**src/rtl/mssc_pkg.sv**
```systemverilog
`default_nettype none
package mssc_pkg;

  localparam int REG_COUNT   = 32;
  localparam int QUEUE_DEPTH = 2;

  localparam logic [2:0] OP_ADD  = 3'd0;
  localparam logic [2:0] OP_SUB  = 3'd1;
  localparam logic [2:0] OP_ADDI = 3'd2;
  localparam logic [2:0] OP_LW   = 3'd3;
  localparam logic [2:0] OP_SW   = 3'd4;
  localparam logic [2:0] OP_BEQ  = 3'd5;
  localparam logic [2:0] OP_J    = 3'd6;

  localparam int F_REGDST   = 0;
  localparam int F_JUMP     = 1;
  localparam int F_BRANCH   = 2;
  localparam int F_MEMREAD  = 3;
  localparam int F_MEMTOREG = 4;
  localparam int F_MEMWRITE = 5;
  localparam int F_ALUSRC   = 6;
  localparam int F_REGWRITE = 7;
  localparam int F_ALUZERO  = 8;

  localparam logic [1:0] ALU_OP_ADD    = 2'd0;
  localparam logic [1:0] ALU_OP_BRANCH = 2'd1;
  localparam logic [1:0] ALU_OP_RTYPE  = 2'd2;

  localparam logic [3:0] ALU_CTL_NONE = 4'd0;
  localparam logic [3:0] ALU_CTL_ADD  = 4'd2;
  localparam logic [3:0] ALU_CTL_SUB  = 4'd6;

  localparam logic [1:0] ST_OK     = 2'd0;
  localparam logic [1:0] ST_BAD_OP = 2'd1;
  localparam logic [1:0] ST_RANGE  = 2'd2;

  typedef struct packed {
    logic [8:0] flags;
    logic [1:0] alu_op;
    logic [3:0] alu_ctl;
  } ctrl_t;

  typedef struct packed {
    logic [2:0]  op;
    logic [4:0]  rd;
    logic [4:0]  rs;
    logic [4:0]  rt;
    logic [31:0] imm;
    logic [31:0] br_off;
    logic [25:0] target;
    ctrl_t       ctrl;
  } entry_t;

  function automatic ctrl_t decode(input logic [2:0] op);
    ctrl_t c;
    c = '0;
    case (op)
      OP_ADD, OP_SUB: begin
        c.flags[F_REGDST]   = 1'b1;
        c.flags[F_REGWRITE] = 1'b1;
        c.alu_op            = ALU_OP_RTYPE;
        c.alu_ctl           = (op == OP_SUB) ? ALU_CTL_SUB : ALU_CTL_ADD;
      end
      OP_ADDI: begin
        c.flags[F_ALUSRC]   = 1'b1;
        c.flags[F_REGWRITE] = 1'b1;
        c.alu_op            = ALU_OP_ADD;
        c.alu_ctl           = ALU_CTL_ADD;
      end
      OP_LW: begin
        c.flags[F_MEMREAD]  = 1'b1;
        c.flags[F_MEMTOREG] = 1'b1;
        c.flags[F_ALUSRC]   = 1'b1;
        c.flags[F_REGWRITE] = 1'b1;
        c.alu_op            = ALU_OP_ADD;
        c.alu_ctl           = ALU_CTL_ADD;
      end
      OP_SW: begin
        c.flags[F_MEMWRITE] = 1'b1;
        c.flags[F_ALUSRC]   = 1'b1;
        c.alu_op            = ALU_OP_ADD;
        c.alu_ctl           = ALU_CTL_ADD;
      end
      OP_BEQ: begin
        c.flags[F_BRANCH] = 1'b1;
        c.alu_op          = ALU_OP_BRANCH;
        c.alu_ctl         = ALU_CTL_SUB;
      end
      OP_J: begin
        c.flags[F_JUMP] = 1'b1;
        c.alu_op        = ALU_OP_ADD;
        c.alu_ctl       = ALU_CTL_NONE;
      end
      default: c = '0;
    endcase
    return c;
  endfunction

endpackage
`default_nettype wire

```
**src/rtl/mssc_if.sv**
```systemverilog
`default_nettype none
interface mssc_inst_if;
  logic               valid;
  logic               ready;
  logic [2:0]         opcode;
  logic [4:0]         dest_reg;
  logic [4:0]         src_reg;
  logic [4:0]         second_reg;
  logic signed [15:0] immediate;
  logic [25:0]        jump_target;

  modport source (
    output valid, opcode, dest_reg, src_reg, second_reg, immediate, jump_target,
    input  ready
  );
  modport sink (
    input  valid, opcode, dest_reg, src_reg, second_reg, immediate, jump_target,
    output ready
  );
endinterface

`default_nettype wire

```
**src/rtl/mssc_front.sv**
```systemverilog
`default_nettype none
module mssc_front (
  input  logic            clk,
  input  logic            rst,
  input  logic            hold,
  mssc_inst_if.sink       inst,
  output logic            q_valid,
  input  logic            q_ready,
  output mssc_pkg::entry_t q_entry
);

  localparam int PW = $clog2(mssc_pkg::QUEUE_DEPTH);
  localparam int CW = $clog2(mssc_pkg::QUEUE_DEPTH + 1);

  mssc_pkg::entry_t slots [mssc_pkg::QUEUE_DEPTH];
  logic [PW-1:0]    wptr;
  logic [PW-1:0]    rptr;
  logic [CW-1:0]    count;
  logic             push;
  logic             pop;
  mssc_pkg::entry_t dec;

  // classify the beat and precompute the branch offset
  always_comb begin
    dec.op     = inst.opcode;
    dec.rd     = inst.dest_reg;
    dec.rs     = inst.src_reg;
    dec.rt     = inst.second_reg;
    dec.imm    = {{16{inst.immediate[15]}}, inst.immediate};
    dec.br_off = {{14{inst.immediate[15]}}, inst.immediate, 2'b00} + 32'd4;
    dec.target = inst.jump_target;
    dec.ctrl   = mssc_pkg::decode(inst.opcode);
  end

  assign inst.ready = !hold && (count != CW'(mssc_pkg::QUEUE_DEPTH));
  assign push       = inst.valid && inst.ready;
  assign q_valid    = (count != '0);
  assign pop        = q_valid && q_ready;
  assign q_entry    = slots[rptr];

  always_ff @(posedge clk) begin
    if (push) begin
      slots[wptr] <= dec;
    end
    if (rst) begin
      wptr  <= '0;
      rptr  <= '0;
      count <= '0;
    end else begin
      if (push) begin
        wptr <= (wptr == PW'(mssc_pkg::QUEUE_DEPTH - 1)) ? '0 : wptr + PW'(1);
      end
      if (pop) begin
        rptr <= (rptr == PW'(mssc_pkg::QUEUE_DEPTH - 1)) ? '0 : rptr + PW'(1);
      end
      count <= count + CW'(push) - CW'(pop);
    end
  end

endmodule
`default_nettype wire

```
**src/flat_wrapper.sv**
```systemverilog
// flat-port wrapper written by rule: the top's interface ports become plain ports
module mssc_front_flat 
  (clk, rst, hold, q_valid, q_ready, q_entry, inst_valid, inst_opcode, inst_dest_reg, inst_src_reg, inst_second_reg, inst_immediate, inst_jump_target, inst_ready);
  mssc_inst_if inst_i ();
  input  logic clk;
  input  logic rst;
  input  logic hold;
  output logic q_valid;
  input  logic q_ready;
  output mssc_pkg::entry_t q_entry;
  input wire logic [$bits(inst_i.valid)-1:0] inst_valid;
  input wire logic [$bits(inst_i.opcode)-1:0] inst_opcode;
  input wire logic [$bits(inst_i.dest_reg)-1:0] inst_dest_reg;
  input wire logic [$bits(inst_i.src_reg)-1:0] inst_src_reg;
  input wire logic [$bits(inst_i.second_reg)-1:0] inst_second_reg;
  input wire logic [$bits(inst_i.immediate)-1:0] inst_immediate;
  input wire logic [$bits(inst_i.jump_target)-1:0] inst_jump_target;
  output wire logic [$bits(inst_i.ready)-1:0] inst_ready;
  assign inst_i.valid = inst_valid;
  assign inst_i.opcode = inst_opcode;
  assign inst_i.dest_reg = inst_dest_reg;
  assign inst_i.src_reg = inst_src_reg;
  assign inst_i.second_reg = inst_second_reg;
  assign inst_i.immediate = inst_immediate;
  assign inst_i.jump_target = inst_jump_target;
  assign inst_ready = inst_i.ready;
  mssc_front u_core (.clk(clk), .rst(rst), .hold(hold), .inst(inst_i), .q_valid(q_valid), .q_ready(q_ready), .q_entry(q_entry));
endmodule
```
**config.mk**
```make
export PLATFORM = sky130hd
export DESIGN_NAME = mssc_front_flat
export DESIGN_NICKNAME = d
export VERILOG_FILES = /design/src/rtl/mssc_pkg.sv /design/src/rtl/mssc_if.sv /design/src/rtl/mssc_front.sv /design/src/flat_wrapper.sv
export SDC_FILE = /design/constraint.sdc
export NUM_CORES = 1
export LEC_CHECK = 0
export ABC_AREA = 1
export BUFFER_PORTS_ARGS = -buffer_cell sky130_fd_sc_hd__buf_2
export CORE_AREA = 8 8 133 135
export DETAILED_ROUTE_END_ITERATION = 10
export DIE_AREA = 0 0 141 143
export PLACE_DENSITY = 0.72
export SETUP_SLACK_MARGIN = 0.2
export SKIP_LAST_GASP = 1
export SLEW_MARGIN = 25
export SYNTH_ARGS = -nofsm -noshare
export SYNTH_HDL_FRONTEND = slang
export SYNTH_SLANG_ARGS = --single-unit
```
**constraint.sdc**
```tcl
create_clock -name clk -period 5.5 [get_ports clk]
set_clock_uncertainty 0.2 [all_clocks]
set_input_delay 1.1 -clock clk [delete_from_list [all_inputs] [get_ports clk]]
set_output_delay 1.1 -clock clk [all_outputs]
set_load 0.01 [all_outputs]
```
==> results.sh <==
export IMPL_status="complete, no violations"
export IMPL_syn2layout_area_growth_pct=19.8
export IMPL_cts_tree="yes"
export IMPL_placed_area_mm2=0.00825
export IMPL_cp_buffers_inverters=3
export IMPL_netlist_area_mm2=0.00735
export IMPL_r2r_start="u_core.count[0]"
export IMPL_io_pins=190
export IMPL_crit_chain="buf_16, buf_4, mux2_2, buf_2"
export IMPL_hp_start="u_core.rptr"
export IMPL_avgSynthCellArea_um2=17.0
export IMPL_ctsHoldBuffers=0
export IMPL_dp_hpwl_mm=9.68
export IMPL_ys_top_cells_by_area="edfxtp_1 (70%), mux2_4 (8.2%), mux2_2 (7.0%), buf_4 (3.8%), nand2_1 (1.9%)"
export IMPL_synth_cell_type_count=23
export IMPL_yosysTopAreaCell="edfxtp_1"
export IMPL_clk_latency_ps=420
export IMPL_worstPathArrival_ps=2270
export IMPL_critPathTopFamily="buffers and inverters"
export IMPL_placeableCoreArea_mm2=0.0156
export IMPL_clockBufferDepth=2
export IMPL_clkSinkCount=177
export IMPL_dp_cells=793
export IMPL_critical_path_class="reg2out"
export IMPL_final_common_cell="buf_2"
export IMPL_end_kind="output pin"
export IMPL_drive_above_1_share=0.507
export IMPL_critPathMaxStageDelay_ps=670
export IMPL_ctsResizeCount=0
export IMPL_final_cells=825
export IMPL_slew_viol_final=0
export IMPL_grt_use_total=0.139
export IMPL_num_vias=3871
export IMPL_grt_pass1_wl_mm=21.4
export IMPL_avgViaCountPerCell=4.69
export IMPL_num_nets_final=664
export IMPL_yosysWarnings=0
export IMPL_antenna_found_initial=0
export IMPL_fmax_mhz=280
export IMPL_ff2ff_path_depth=5
export IMPL_portBuffers=184
export IMPL_firstDrtPassIters=4
export IMPL_cts_clk_slew_worst_paths_ps=70
export IMPL_worst_ep_required_time_ps=4200
export IMPL_post_route_cell_area_mm2=0.00880
export IMPL_ys_seq_elements=177
export IMPL_n_antenna_cell=0
export IMPL_cp_slowest_cell="dfxtp_4"
export IMPL_finalCriticalPeriod_ps=3570
export IMPL_drt_initial_drc_count=240
export IMPL_initial_utilization=0.471
export IMPL_multi_input_area_mm2=0.00162
export IMPL_startpoint_type="flop"
export IMPL_max_slew_margin_rel=0.370
export IMPL_maxCapViolCount=0
export IMPL_grt_max_degree=61
export IMPL_drc=0
export IMPL_hp_class="reg2reg"
export IMPL_register_area_mm2=0.00527
export IMPL_gp_congestion=0.778
export IMPL_path_max_fanout=45
export IMPL_vdd_drop_max_v=0.000256
export IMPL_r2r_end="u_core.slots[1][10]"
export IMPL_die_height_um=143
export IMPL_h_tree_depth=4
export IMPL_layout_common_cells="buf_2 (184), edfxtp_1 (172), mux2_2 (46), mux2_4 (40), nand2_1 (37)"
export IMPL_ant_nets=0
export IMPL_power_leakage_uw=0.00344
export IMPL_yosysTopAreaCellShare=0.703
export IMPL_synth_cells=432
export IMPL_grt_pass1_vias=4310
export IMPL_min_period_over_period=0.649
export IMPL_die_area_mm2=0.0202
export IMPL_cts_root_buf="clkbuf_16"
export IMPL_finalSetupViolCount=0
export IMPL_wl_per_cell_um=16.8
export IMPL_post_cts_buffers=0
export IMPL_fillCellCount=1251
export IMPL_yosysSeqAreaShare=0.716
export IMPL_whs_path_depth=2
export IMPL_hold_viol=0
export IMPL_cts_buffers=17
export IMPL_grt_overflow_total=0
export IMPL_rows=46
export IMPL_die_w_um=141
export IMPL_rsz0062_at_grt="false"
export IMPL_r2r_slack_ps=3050
export IMPL_power_per_cell_area_mw_per_mm2=398
export IMPL_tightest_slew_ps=943
export IMPL_wl_mm=13.9
-- stage by stage --
stage	utilization	worst slack [ps]	power, µW	setup TNS [ps]	hold WS (ps)
2_1_floorplan	-	-149	2220	-25680	247
3_3_place_gp	0.527	2140	2380	0	253
3_5_place_dp	0.529	2160	2410	0	264
4_1_cts	0.564	1860	3540	0	282
5_1_grt	0.564	1800	3650	0	345
6_report	0.564	1930	3500	0	286
-- registers in the layout (all words and copies together) (netlist names), named ones only --
register      flops
u_core.rptr       1
u_core.slots    172
u_core.wptr       1
u_core.count      2
-- layout make-up --
| cell class | instances | share of cell area |
|---|---|---|
| clock buffers | 17 | 0.0483 |
| inverters | 24 | 0.0102 |
| repair buffers | 188 | 0.113 |
| multi-input cells | 188 | 0.184 |
| flip-flops and latches | 177 | 0.598 |
| clock inverters | 15 | 0.0151 |
| well taps | 216 | 0.0307 |
-- routing by layer --
metal  wire length (µm)  up-vias  track usage  part of all wire
met4                176        0       0.0560             0.013
met2               6930      149        0.236              0.50
met3               1280       16       0.0581             0.093
met1               5470     1850        0.151              0.39
met5                  0        -            0                 0
li1                   -     1856            -                 -
-- worst register-to-register path: cells and delay by family, from the launching register on --
| kind | cells | cell delay [ps] |
|---|---|---|
| flip-flops | 1 | 310 |
| AND/OR/NAND/NOR | 3 | 1100 |
| buffers and inverters | 2 | 460 |
-- how the worst max path moves through the flow --
stage,startpoint,endpoint,slack [ps],cells past startpoint
after floorplan,hold,u_core.slots[0][103],-150,2
after CTS,flop,q_entry[84],1860,4
after global routing,flop,q_entry[84],1800,4
after global placement,flop,q_entry[84],2140,3
final,flop,q_entry[84],1930,4
after detailed placement,hold,u_core.slots[1][109],2160,4
-- power breakdown --
group	internal [µW]	switching, µW
Clock	627	507
Combinational	358	378
Sequential	1580	49.0
-- cell usage after synthesis (all sizes together) --
library cell and number:
nand3 6, edfxtp 172, inv 24, xor2 4, o21ai 6, xnor2 4, mux2 86, a21oi 5
ha 3, nand2 37, nor3 2, nand4 2, nand3b 2, nor2 26, buf 47, conb 1
dfxtp 5
-- logic make-up after synthesis --
logic type,share of synthesized area
simple gates,0.0417
fa+ha+maj,0.00511
mux,0.152
other cells,0.000510
flops,0.716
compound gates,0.00749
xor+xnor,0.00953
buf+inv,0.0672
(Power assumes the default switching activity.)
